### src/rtl/ksh_pkg.sv
// Shared types and constants for the keyed SipHash byte hash.
// Used by the front, queue, back and top level; depends on nothing.
package ksh_pkg;

	typedef enum logic [1:0] {
		K_MID,
		K_LAST,
		K_MIX4,
		K_MIX8
	} kind_t;

	typedef struct packed {
		kind_t       kind;
		logic        start;
		logic        full;
		logic [63:0] word;
		logic [63:0] block;
		logic [63:0] seed;
	} entry_t;

	typedef logic [3:0][63:0] sip_state_t;

	localparam logic [63:0] SEED_RESET = 64'h7071067811865475;
	localparam logic [63:0] IV0        = 64'h736f6d6570736575;
	localparam logic [63:0] IV1        = 64'h646f72616e646f6d;
	localparam logic [63:0] IV2        = 64'h6c7967656e657261;
	localparam logic [63:0] IV3        = 64'h7465646279746573;

	localparam logic [3:0]  FULL_BYTES = 4'd8;
	localparam logic [3:0]  MIX4_BYTES = 4'd4;
	localparam logic [7:0]  WORD_BYTES = 8'd8;

	localparam logic [31:0] MIX4_ADD   = 32'd61;
	localparam logic [31:0] MIX4_MUL   = 32'h27d4eb2d;
	localparam logic [63:0] MIX8_MUL_A = 64'd265;
	localparam logic [63:0] MIX8_MUL_B = 64'd21;
	localparam logic [63:0] FIN_XOR    = 64'hff;

endpackage

### src/rtl/ksh_ifs.sv
// Handshake channels of the keyed SipHash byte hash: key words in, hashes out.
// No dependencies.
interface ksh_in_if;
	logic        valid;
	logic        ready;
	logic [63:0] data_word;
	logic [3:0]  byte_count;
	logic        last_word;

	modport source(output valid, data_word, byte_count, last_word, input ready);
	modport sink(input valid, data_word, byte_count, last_word, output ready);
endinterface


### src/rtl/ksh_front.sv
// Front end: seed register, key tracking, classification of each word.
// Builds the length block and pushes one queue entry per item; uses ksh_pkg, ksh_in_if.
module ksh_front (
	input  logic             clk,
	input  logic             arst_n,
	ksh_in_if.sink           words,
	input  logic             cfg_we,
	input  logic [63:0]      cfg_wdata,
	input  logic             q_full,
	output logic             q_push,
	output ksh_pkg::entry_t  q_entry
);

	logic [63:0] seed_q;
	logic        start_q;
	logic [7:0]  len_q;

	logic [3:0]  cnt;
	logic [7:0]  len_base;
	logic [7:0]  len_new;
	logic [55:0] tail;

	assign words.ready = !q_full;
	assign q_push      = words.valid && !q_full;

	always_comb begin
		cnt      = (words.byte_count > ksh_pkg::FULL_BYTES) ? ksh_pkg::FULL_BYTES
			: words.byte_count;
		len_base = start_q ? 8'd0 : len_q;
		len_new  = words.last_word ? len_base + {4'd0, cnt} : len_base + ksh_pkg::WORD_BYTES;
		// keep only the valid tail bytes below the length byte
		for (int i = 0; i < 7; i++) begin
			tail[i*8 +: 8] = (4'(i) < cnt) ? words.data_word[i*8 +: 8] : 8'd0;
		end

		q_entry.start = start_q;
		q_entry.full  = (cnt == ksh_pkg::FULL_BYTES);
		q_entry.word  = words.data_word;
		q_entry.block = {len_new, q_entry.full ? 56'd0 : tail};
		q_entry.seed  = seed_q;
		if (!words.last_word) begin
			q_entry.kind = ksh_pkg::K_MID;
		end else if (start_q && cnt == ksh_pkg::MIX4_BYTES) begin
			q_entry.kind = ksh_pkg::K_MIX4;
		end else if (start_q && cnt == ksh_pkg::FULL_BYTES) begin
			q_entry.kind = ksh_pkg::K_MIX8;
		end else begin
			q_entry.kind = ksh_pkg::K_LAST;
		end
	end

	always_ff @(posedge clk or negedge arst_n) begin
		if (!arst_n) begin
			seed_q  <= ksh_pkg::SEED_RESET;
			start_q <= 1'b1;
			len_q   <= 8'd0;
		end else begin
			if (cfg_we) begin
				seed_q <= cfg_wdata;
			end
			if (q_push) begin
				start_q <= words.last_word;
				len_q   <= words.last_word ? 8'd0 : len_new;
			end
		end
	end

endmodule

### src/flat_wrapper.sv
// flat-port wrapper written by rule: the top's interface ports become plain ports
module ksh_front_flat 
  (clk, arst_n, cfg_we, cfg_wdata, q_full, q_push, q_entry, words_valid, words_data_word, words_byte_count, words_last_word, words_ready);
  ksh_in_if words_i ();
  input  logic clk;
  input  logic arst_n;
  input  logic cfg_we;
  input  logic [63:0] cfg_wdata;
  input  logic q_full;
  output logic q_push;
  output ksh_pkg::entry_t q_entry;
  input wire logic [$bits(words_i.valid)-1:0] words_valid;
  input wire logic [$bits(words_i.data_word)-1:0] words_data_word;
  input wire logic [$bits(words_i.byte_count)-1:0] words_byte_count;
  input wire logic [$bits(words_i.last_word)-1:0] words_last_word;
  output wire logic [$bits(words_i.ready)-1:0] words_ready;
  assign words_i.valid = words_valid;
  assign words_i.data_word = words_data_word;
  assign words_i.byte_count = words_byte_count;
  assign words_i.last_word = words_last_word;
  assign words_ready = words_i.ready;
  ksh_front u_core (.clk(clk), .arst_n(arst_n), .words(words_i), .cfg_we(cfg_we), .cfg_wdata(cfg_wdata), .q_full(q_full), .q_push(q_push), .q_entry(q_entry));
endmodule
### config.mk
export PLATFORM = sky130hd
export DESIGN_NAME = ksh_front_flat
export DESIGN_NICKNAME = d
export VERILOG_FILES = /design/src/rtl/ksh_pkg.sv /design/src/rtl/ksh_ifs.sv /design/src/rtl/ksh_front.sv /design/src/flat_wrapper.sv
export SDC_FILE = /design/constraint.sdc
export NUM_CORES = 1
export LEC_CHECK = 0
export ABC_AREA = 1
export BUFFER_PORTS_ARGS = -buffer_cell sky130_fd_sc_hd__buf_4
export CORE_AREA = 2 2 130 132
export DETAILED_ROUTE_END_ITERATION = 10
export DIE_AREA = 0 0 132 134
export SETUP_SLACK_MARGIN = 0.15
export SLEW_MARGIN = 10
export SYNTH_ARGS = -nofsm -noshare
export SYNTH_HDL_FRONTEND = slang
export SYNTH_SLANG_ARGS = --single-unit
### constraint.sdc
create_clock -name clk -period 2 [get_ports clk]
set_input_delay 0.4 -clock clk [delete_from_list [all_inputs] [get_ports clk]]
set_output_delay 0.4 -clock clk [all_outputs]
set_load 0.03 [all_outputs]
==> results.json <==
{
  "coreArea_sq_mm": 0.01629,
  "critical_path_peak_fanout": 6,
  "cts_tree": "built",
  "arrival_ns": 2.09,
  "fin_util_pct": 46.92,
  "ant_nets": 0,
  "path_clk_slew_ns": 0.06,
  "end_kind": "output pin",
  "wl_microns": 14380,
  "fmax_ghz": 0.4011,
  "r2r_setup_slack_ns": 0.34,
  "synthTopCellsByArea": "dfrtp_1 (27%), mux2_2 (17%), dfstp_2 (17%)",
  "die_area_sq_mm": 0.01769,
  "synth_largest_area_cell": "dfrtp_1",
  "cap_violations": 0,
  "syn_inst": 457,
  "timing.rr.end": "u_core.len_q[5]",
  "diodes": 0,
  "worstHoldPathType": "in2reg",
  "pre_cts_slack_ns": -0.3505,
  "rr_startpoint": "u_core.start_q",
  "cts_max_level": 3,
  "cp-start-kind": "register",
  "wl_per_cell_microns": 14.75,
  "initialDrtViolationCount": 68,
  "top_layer": "met4",
  "cts_buffer_depth": 2,
  "multi_input_area_sq_mm": 0.001947,
  "finClkSkew_ns": 0.003136,
  "max_slew_margin_pct": 76.78,
  "nets": 894,
  "grt_usage_pct": 15.51,
  "grt_first_pass_wirelength_microns": 21450,
  "route.met3.wl_microns": 1381,
  "route.met2.wl_microns": 7339,
  "dpl.hpwl_microns": 11720,
  "synth_area_sq_mm": 0.004263,
  "hold_viol": 0,
  "fin_crit_ns": 2.493,
  "port-buffer-count": 319,
  "yosysWarnings": 0,
  "hold_depth": 2,
  "hold_end": "u_core.seed_q[51]",
  "vias_per_cell": 4.134,
  "status": "finished with violations",
  "synth-seq-cells": 73,
  "finalPower_w": 0.005449,
  "reg2regPathDepth": 10,
  "synthToLayoutAreaGrowth_pct": 79.31,
  "synthDistinctLibCells": 27,
  "start_util_pct": 26.17,
  "die_w_microns": 132,
  "via_count": 4031,
  "met1_length_microns": 5536,
  "synth_top_area_share_pct": 27.00,
  "violations": "setup timing",
  "drt_first_pass_iters": 4,
  "fin_crit_sh_pct": 124.6,
  "num-fill-cells": 1556,
  "setup_violations": 8,
  "gp_congestion": 0.8101,
  "ir_worst_vdd_uv": 360.2,
  "grt_pass1_vias": 3974,
  "setup_ws_ns": -0.4929,
  "antenna_found_initial": 0,
  "seq_area_frac_synth_pct": 43.65,
  "drc": 0,
  "insertion_delay_ns": 0.33,
  "row_count": 47,
  "grt.overflow.total": 0,
  "final_max_slew_viol_count": 0,
  "critical_path_class": "reg2out",
  "root_buffer": "clkbuf_16",
  "cts_num_sinks": 73,
  "min_from": "cfg_wdata[51]",
  "regArea_sq_mm": 0.001861,
  "synth.avg_cell_area_sq_um": 9.328,
  "crit_required_ns": 1.60,
  "cts_made_buffers": 9,
  "rsz0062_at_grt": "yes",
  "grt_max_degree": 29,
  "worst_slew_pin_slew_ns": 0.3446,
  "synth_nets": 601,
  "die_h_microns": 134,
  "final_layout_size_suffix_gt1_share_pct": 73.11,
  "io_pins": 336,
  "cellPowerDensity_mw_per_mm2": 712.9,
  "p_leak_nw": 3.865
}
## power breakdown
part	switching [W]	total, W	internal [W]
clock network	0.000585	0.00162	0.00103
registers	0.0000856	0.00177	0.00168
logic	0.00115	0.00206	0.000916
total	0.00182	0.00545	0.00363
## layout by cell type (no fill, tap or decap), types with 2 or more instances in the layout
cell         n
nor2_2      11
nor2_1      35
ha_1         2
ha_4         3
buf_6       34
clkbuf_8     2
dfrtp_1     46
nand2_1     38
clkbuf_16    9
a21oi_2      2
buf_4      312
buf_8        4
nand3_2      5
nand2_2     15
nand3_1      9
o21ai_0      8
nand2_4      8
inv_1       57
o21ai_4      2
o21ai_1      4
mux2_2      64
inv_2        3
dfstp_2     27
o21ai_2      4
buf_12       8
nor2_4      25
inv_4        2
clkinv_8     2
## worst max path at each step
stage,startpoint,end,slack (ns),cells after the start
floorplan,words_byte_count[0],q_entry[126],-0.1,12
global placement,words_byte_count[0],q_entry[126],-0.35,14
detailed placement,words_byte_count[0],q_entry[126],-0.35,14
CTS,u_core.start_q,q_entry[124],-0.53,12
global route,u_core.start_q,q_entry[126],-0.62,11
finish,u_core.start_q,q_entry[125],-0.49,10
## Yosys cell counts, drive strengths merged
cell / number
a21oi: 3
dfrtp: 46
nor2: 71
xor2: 1
nand3: 14
dfstp: 27
clkbuf: 2
a211oi: 1
or2: 1
buf: 75
nand2: 62
fa: 1
mux2: 64
ha: 5
o21ai: 18
inv: 66
## kinds of logic after synthesis
logic type	synth area share, %
multiplexers	16.91
AND/OR/NAND/NOR	14.97
adder cells (fa/ha/maj)	1.937
XOR/XNOR	0.2055
buffers and inverters	19.52
flip-flops	43.65
AO/OA/AOI/OAI	2.818
## metrics by stage
stage | cells | hold slack, ns | area [sq um] | TNS, ns
final | 975 | 0.3039 | 7644 | -2.849
after floorplan | 457 | 0.1044 | 4384 | -0.1676
after global routing | 975 | 0.2898 | 7644 | -3.893
after CTS | 972 | 0.2835 | 7198 | -3.245
after detailed placement | 950 | 0.3342 | 6758 | -1.366
after global placement | 950 | 0.3426 | 6758 | -1.374
## area by class of cell
| cell class | instances | area share (%) |
|---|---|---|
| clock buffer | 12 | 3.356 |
| clock inverter | 4 | 0.6711 |
| tap | 220 | 3.601 |
| sequential | 73 | 24.34 |
| timing repair buffer | 359 | 38.66 |
| multi-input combinational | 241 | 25.47 |
| inverter | 66 | 3.896 |
## critical path, stage by stage, from the launching register on
cell     delay (ns)
dfstp_2        0.62
nor2_1         0.12
ha_4           0.28
or2_4          0.25
nand3_2        0.07
nand2_1        0.05
nand2_1        0.05
nand2_1        0.06
nand2_2        0.08
nand2_4        0.04
buf_4          0.16
## state kept, by name, summed over array words and instances, names as in the netlist
register and cells:
u_core.len_q 8, u_core.seed_q 64, u_core.start_q 1
## metal layers
metal,vias up,track usage (%)
li1,1951,-
met3,11,5.480
met5,-,0
met4,0,3.261
met2,216,27.92
met1,1853,17.76
## what timing repair did
item	4_1_cts	5_1_grt
hold buffers	1	0
resized for setup	18	119
pin swaps	11	28
endpoints found under the hold margin	17	0
setup endpoints to repair	26	45
buffers inserted	5	3
No activity file was read; power rests on OpenSTA's default activity.
