===== config.mk =====
export PLATFORM = sky130hd
export DESIGN_NAME = ksh_queue
export DESIGN_NICKNAME = d
export VERILOG_FILES = /design/src/rtl/ksh_pkg.sv /design/src/rtl/ksh_queue.sv
export SDC_FILE = /design/constraint.sdc
export NUM_CORES = 1
export LEC_CHECK = 0
export BUFFER_PORTS_ARGS = -buffer_cell sky130_fd_sc_hd__clkbuf_2
export CORE_MARGIN = 1.5
export CORE_UTILIZATION = 56
export CTS_CLUSTER_DIAMETER = 150
export DETAILED_ROUTE_END_ITERATION = 8
export GPL_TIMING_DRIVEN = 0
export PLACE_DENSITY_LB_ADDON = 0.15
export SYNTH_ARGS = -nofsm -noshare
export SYNTH_HDL_FRONTEND = slang
export SYNTH_SLANG_ARGS = --single-unit

===== constraint.sdc =====
create_clock -name clk -period 18.6 [get_ports clk]
set_clock_uncertainty 0.05 [all_clocks]
set_input_delay 0.93 -clock clk [delete_from_list [all_inputs] [get_ports clk]]
set_output_delay 0.93 -clock clk [all_outputs]
set_load 0.05 [all_outputs]

===== src/rtl/ksh_pkg.sv =====
// Shared types and constants for the keyed SipHash byte hash.
// Used by the front, queue, back and top level; depends on nothing.
package ksh_pkg;

	typedef enum logic [1:0] {
		K_MID,
		K_LAST,
		K_MIX4,
		K_MIX8
	} kind_t;

	typedef struct packed {
		kind_t       kind;
		logic        start;
		logic        full;
		logic [63:0] word;
		logic [63:0] block;
		logic [63:0] seed;
	} entry_t;

	typedef logic [3:0][63:0] sip_state_t;

	localparam logic [63:0] SEED_RESET = 64'h7071067811865475;
	localparam logic [63:0] IV0        = 64'h736f6d6570736575;
	localparam logic [63:0] IV1        = 64'h646f72616e646f6d;
	localparam logic [63:0] IV2        = 64'h6c7967656e657261;
	localparam logic [63:0] IV3        = 64'h7465646279746573;

	localparam logic [3:0]  FULL_BYTES = 4'd8;
	localparam logic [3:0]  MIX4_BYTES = 4'd4;
	localparam logic [7:0]  WORD_BYTES = 8'd8;

	localparam logic [31:0] MIX4_ADD   = 32'd61;
	localparam logic [31:0] MIX4_MUL   = 32'h27d4eb2d;
	localparam logic [63:0] MIX8_MUL_A = 64'd265;
	localparam logic [63:0] MIX8_MUL_B = 64'd21;
	localparam logic [63:0] FIN_XOR    = 64'hff;

endpackage


===== src/rtl/ksh_queue.sv =====
// Short queue of classified items between the front and the back.
// Uses ksh_pkg.
module ksh_queue #(
	parameter int DEPTH = 2
) (
	input  logic             clk,
	input  logic             arst_n,
	input  logic             push,
	input  ksh_pkg::entry_t  entry_in,
	input  logic             pop,
	output logic             full,
	output logic             valid,
	output ksh_pkg::entry_t  head
);

	localparam int PTR_W = $clog2(DEPTH);
	localparam int CNT_W = $clog2(DEPTH + 1);

	ksh_pkg::entry_t    slot_q [DEPTH];
	logic [PTR_W-1:0]   wr_ptr_q;
	logic [PTR_W-1:0]   rd_ptr_q;
	logic [CNT_W-1:0]   count_q;

	assign full  = (count_q == CNT_W'(DEPTH));
	assign valid = (count_q != '0);
	assign head  = slot_q[rd_ptr_q];

	always_ff @(posedge clk) begin
		if (push) begin
			slot_q[wr_ptr_q] <= entry_in;
		end
	end

	always_ff @(posedge clk or negedge arst_n) begin
		if (!arst_n) begin
			wr_ptr_q <= '0;
			rd_ptr_q <= '0;
			count_q  <= '0;
		end else begin
			if (push) begin
				wr_ptr_q <= (wr_ptr_q == PTR_W'(DEPTH - 1)) ? '0 : wr_ptr_q + 1'b1;
			end
			if (pop) begin
				rd_ptr_q <= (rd_ptr_q == PTR_W'(DEPTH - 1)) ? '0 : rd_ptr_q + 1'b1;
			end
			if (push && !pop) begin
				count_q <= count_q + 1'b1;
			end else if (pop && !push) begin
				count_q <= count_q - 1'b1;
			end
		end
	end

endmodule


==> out/metrics.yaml, run 1 <==
sta:
  whs_ns: 0.1594
  setup_viol: 0
  drv_slew: 0
  tns_ns: 0
  tightest_slew_ns: 0.6596
  hold_viol: 0
  rsz0062_at_grt: "false"
  period_needed_ns: 2.997
  slew_headroom_pct: 56.02
  fin_crit_sh_pct: 16.11
  max_freq_ghz: 0.3337
routing:
  drtAntennaViolNets: 0
  dr.pass1.iters: 4
  drt_iter0_markers: 503
  totalWireLength_microns: 28950
  drc: 0
  vias: 7339
  avgViaCountPerCell: 5.089
  wl_per_cell_microns: 20.08
power:
  pwr-share-clk_pct: 20.9
  peakVddDrop_uv: 149.6
  power.leakage_nw: 7.554
  switching_share_pct: 39.96
  p_int_mw: 2.061
  pwr-share-seq_pct: 35.6
  p_switching_mw: 1.372
  p_comb_share_pct: 43.5
  p_per_area_mw_per_mm2: 183.4
floorplanning:
  die_x_microns: 165.9
  die_area_sq_mm: 0.02753
  die_h_microns: 165.9
  io_pins: 398
  num_rows: 59
  core_area_sq_mm: 0.02606
  start_util_pct: 57.05
finish:
  fin_nets: 1276
  layout-drive-gt1-share_pct: 61.58
  stdcell_count: 1442
  nFillCells: 1657
  fin_util_pct: 71.82
  syn_to_final_growth_pct: 25.90
  layout.area.seq_sq_mm: 0.01187
  multi_input_area_sq_mm: 0.002790
critical_path:
  start_kind: "register"
  max_stage_delay_ns: 0.34
  end_kind: "primary output"
  crit_chain: "buf_6 > buf_6 > buf_6 > mux2_4 > clkbuf_2"
  criticalPathCategory: "reg2out"
  cp_slowest_cell: "dfrtp_1"
  required_ns: 17.62
  cpMostUsedCell: "buf_6"
  arrival_ns: 2.02
  cp_max_fo: 10
cts:
  cts_tree: "done"
  cts.clk_slew.worst_paths_ns: 0.06
  cts_resized: 0
  cts_buffer_depth: 3
  htree_levels: 2
  clock_sinks: 396
  hold_buffers: 0
  clkLatencyLatePin_ns: 0.51
  cts_inserted_buffers: 39
  post_cts_buffers: 0
  root_buffer: "clkbuf_16"
global_route:
  grt-busiest-layer: "met2"
  globalRouteOverflowTotal: 0
  gr-usage-met2_pct: 36.01
  grt_pass1_wl_microns: 43430
  grt.met3_usage_pct: 7.412
  grt.total_usage_pct: 20.86
  grt_pass1_vias: 7636
  grt_max_degree: 64
  gr-usage-met1_pct: 23.55
  antenna_found_initial: 7
yosys:
  synth_top_area_share_pct: 79.19
  synth-seq-area-share_pct: 79.86
  synth_top_cell_by_area: "edfxtp_1"
  syn-instance-count: 626
  synth-seq-cells: 396
  ys_warn_count: 0
  syn_area_sq_mm: 0.01487
  synth_top_cells_by_area: "edfxtp_1, mux2_4, mux2_2, buf_6, dfrtp_1"
  synth.distinct_cells: 14
  avgSynthCellArea_sq_um: 23.75
  syn_nets: 827
run_status:
  status: "finished clean"
placement:
  portBuffers: 397
  hpwl_microns: 20420
  dp.cells: 1369
  gp_congestion: 0.7331
hold_path:
  hold_class: "in2async"
flow_run:
  drv_cap: 0
-- area by class of cell --
type	count	area share [%]
Sequential cell	396	63.43
Timing Repair Buffer	408	11.99
Multi-Input combinational cell	207	14.91
Antenna cell	6	0.08022
Inverter	1	0.02006
Tap cell	335	2.240
Clock inverter	18	0.5616
Clock buffer	49	5.642
Buffer	22	1.123
-- logic make-up after synthesis --
family / after synthesis / synth area share (%)
simple gates: 5 / 0.1936
xor+xnor: 5 / 0.2946
flops: 396 / 79.86
fa+ha+maj: 1 / 0.08415
mux: 196 / 18.13
buf+inv: 23 / 1.439
-- synth_stat cells --
cell / number
edfxtp_1: 392
nor2_1: 1
buf_6: 16
ha_1: 1
nor2b_1: 2
xnor2_1: 1
inv_1: 1
mux2_4: 130
mux2_2: 66
buf_2: 6
dfrtp_1: 4
and2_1: 1
xor2_1: 4
or2_2: 1
-- cells in the final DEF (no fill, tap or decap), drive strengths merged --
cell type,instances
clkbuf,446
edfxtp,392
mux2,196
buf,33
clkinv,16
diode,6
xor2,4
dfrtp,4
nor2b,2
or2,1
inv,1
and2,1
xnor2,1
nor2,1
ha,1
bufinv,1
clkinvlp,1
-- per-layer routing --
layer / up-vias / wire length (microns)
met2: 294 / 14950
li1: 3417 / -
met5: - / 13
met4: 2 / 972
met1: 3568 / 10480
met3: 58 / 2525
-- worst paths after layout --
kind,startpoint,endpoint,slack [ns],cells after the start
max,rd_ptr_q,head[46],15.60,5
min,arst_n,count_q[0],0.16,1
max reg2reg,wr_ptr_q,slot_q[0][131],16.37,5
min reg2reg,count_q[1],count_q[1],0.45,1
max in group asynchronous,arst_n,count_q[1],18.20,1
min in group clk,count_q[1],count_q[1],0.45,1
-- worst max-delay path, delay by kind of cell (launching register included) --
kind / cells / cell delay, ns
buf+inv: 4 / 0.85
flops: 1 / 0.34
mux: 1 / 0.31
-- sequential cells by signal (all words and copies together), names as in the netlist --
name      flops
slot_q      392
count_q       2
rd_ptr_q      1
wr_ptr_q      1
-- power groups by stage --
| stage | clock [mW] | combinational (mW) | sequential, mW |
|---|---|---|---|
| after floorplan | 0 | 1.18 | 1.28 |
| after global placement | 0 | 1.46 | 1.32 |
| after detailed placement | 0 | 1.51 | 1.24 |
| after CTS | 0.731 | 1.51 | 1.22 |
| after global routing | 0.765 | 1.56 | 1.23 |
| final | 0.718 | 1.49 | 1.22 |
-- metrics by stage --
step	power [mW]	worst slack, ns	area (sq um)
finish	3.433	15.60	18720
global route	3.554	15.52	18710
CTS	3.465	15.56	18700
detailed placement	2.748	15.65	17540
global placement	2.780	3.139	17270
floorplan	2.458	8.389	14870
(Power assumes the default switching activity.)
==> run 2: changes to the inputs <==
CORE_UTILIZATION = 47   (was 56)
clock period = 2.4 ns   (was 18.6 ns; I/O delays follow)
==> run 2 against run 1 <==
Compared with the run above:
- count of clock-buffer cells in the layout up 11
- first-iteration DRC count down 38%
- critical endpoint is now head[54]
- via count up 12%
- sequential power rose to 7.8 times the previous value
==> out/metrics.yaml, run 2 (synthesis gave the netlist of run 1 again) <==
sta:
  hold_viol: 0
  tightest_slew_ns: 0.7128
  whs_ns: 0.2741
  slew_headroom_pct: 52.38
  rsz0062_at_grt: "false"
  period_needed_ns: 2.209
  setup_viol: 0
  drv_slew: 0
  max_freq_ghz: 0.4526
  fin_crit_sh_pct: 92.06
power:
  power.leakage_nw: 8.435
  p_per_area_mw_per_mm2: 1310
  peakVddDrop_uv: 989.0
critical_path:
  arrival_ns: 2.04
  worstSetupEndpoint: "head[54]"
  crit_family: "buffers and inverters"
  rr_startpoint: "wr_ptr_q"
  start_kind: "register"
  max_stage_delay_ns: 0.34
  cp.depth: 5
  timing.critical_path.buf_inv: 4
  rrSetupSlack_ns: 0.27
  reg2reg_to: "slot_q[0][98]"
  end_kind: "primary output"
  required_ns: 2.23
  critPathLaunch: "rd_ptr_q"
  criticalPathCategory: "reg2out"
  crit_chain: "buf_6 > buf_6 > buf_6 > mux2_4 > clkbuf_2"
  cp_slowest_cell: "dfrtp_1"
  cpMostUsedCell: "buf_6"
  cp_max_fo: 10
  reg2reg_depth: 4
floorplanning:
  die_x_microns: 180.8
  die_area_sq_mm: 0.03270
  num_rows: 64
  core_area_sq_mm: 0.03083
  start_util_pct: 48.22
  io_pins: 398
  die_h_microns: 180.8
finish:
  layout-drive-gt1-share_pct: 52.37
  layout.area.seq_sq_mm: 0.01187
  final_common_cell: "clkbuf_2"
  multi_input_area_sq_mm: 0.002790
  fin_util_pct: 67.70
  fin_nets: 1478
  largest_reg_flops: 392
  final_cell_mix: "clkbuf_2, edfxtp_1, dlygate4sd3_1"
  top_regs: "slot_q (392), count_q (2)"
  syn_to_final_growth_pct: 40.40
  top_register: "slot_q"
  nFillCells: 2089
global_route:
  grt_pass1_wl_microns: 48260
  grt_pass1_vias: 8819
  globalRouteOverflowTotal: 0
  antenna_found_initial: 2
  grt.total_usage_pct: 19.22
  grt_max_degree: 54
cts:
  cts_inserted_buffers: 42
  cts.clk_slew.worst_paths_ns: 0.06
  clock_sinks: 396
  htree_levels: 2
  root_buffer: "clkbuf_16"
  cts_resized: 0
  cts_tree: "done"
  hold_buffers: 200
  cts_buffer_depth: 3
  clkLatencyLatePin_ns: 0.52
  post_cts_buffers: 0
routing:
  wl_met1_microns: 11970
  vias: 8224
  dr.pass1.iters: 4
  wl_met2_microns: 16700
  drt_iter0_markers: 312
  avgViaCountPerCell: 4.829
  wl_per_cell_microns: 18.86
  drc: 0
  totalWireLength_microns: 32120
  drtAntennaViolNets: 0
  dr_wl_met3_microns: 2495
  top_layer: "met5"
flow_run:
  drv_cap: 0
hold_path:
  min_from: "entry_in[174]"
  hold_class: "in2reg"
placement:
  gp_congestion: 0.7076
  hpwl_microns: 20650
  portBuffers: 397
run_status:
  status: "finished clean"
run 2: cell type report:
| class | count | share of cell area (%) |
|---|---|---|
| clock inverter | 13 | 0.3057 |
| timing repair buffer | 607 | 20.18 |
| buffer | 22 | 1.007 |
| antenna | 1 | 0.01199 |
| sequential | 396 | 56.88 |
| inverter | 1 | 0.01798 |
| tap | 396 | 2.374 |
| multi-input combinational | 207 | 13.37 |
| clock buffer | 60 | 5.857 |
run 2: power by group:
part	leakage, nW	internal, mW	switching (mW)
Sequential	3.73	9.16	0.304
Clock	0.630	3.52	2.45
Combinational	4.08	3.79	8.10
Total	8.44	16.5	10.9
run 2: stage by stage:
stage / setup TNS (ns) / std cells / setup WS (ns) / cell area, sq um / power, mW
after floorplan: -458.74 / 626 / -1.406 / 14870 / 18.79
after CTS: 0 / 1702 / 0.1287 / 20870 / 27.58
after global placement: -1084.13 / 1419 / -3.167 / 17360 / 21.22
final: 0 / 1703 / 0.1905 / 20870 / 27.33
after detailed placement: 0 / 1429 / 0.2559 / 17580 / 21.29
after global routing: 0 / 1703 / 0.08706 / 20870 / 28.33
run 2: worst min path at each step:
stage                                end  cells after the start
after floorplan               count_q[0]                      0
after global routing       slot_q[0][35]                      2
after CTS                 slot_q[1][174]                      2
final                     slot_q[1][174]                      2
after detailed placement      count_q[1]                      1
after global placement        count_q[0]                      1
run 2: worst register-to-register path: stages, from the launching register on:
cell,delay (ns)
dfrtp_1,0.43
nor2b_4,0.59
buf_12,0.27
buf_12,0.22
buf_12,0.24
run 2: metal layers:
metal | vias up | GRT usage [%]
met5 | - | 0
met4 | 2 | 6.824
met3 | 59 | 6.027
met2 | 314 | 34.67
met1 | 4033 | 21.33
li1 | 3816 | -
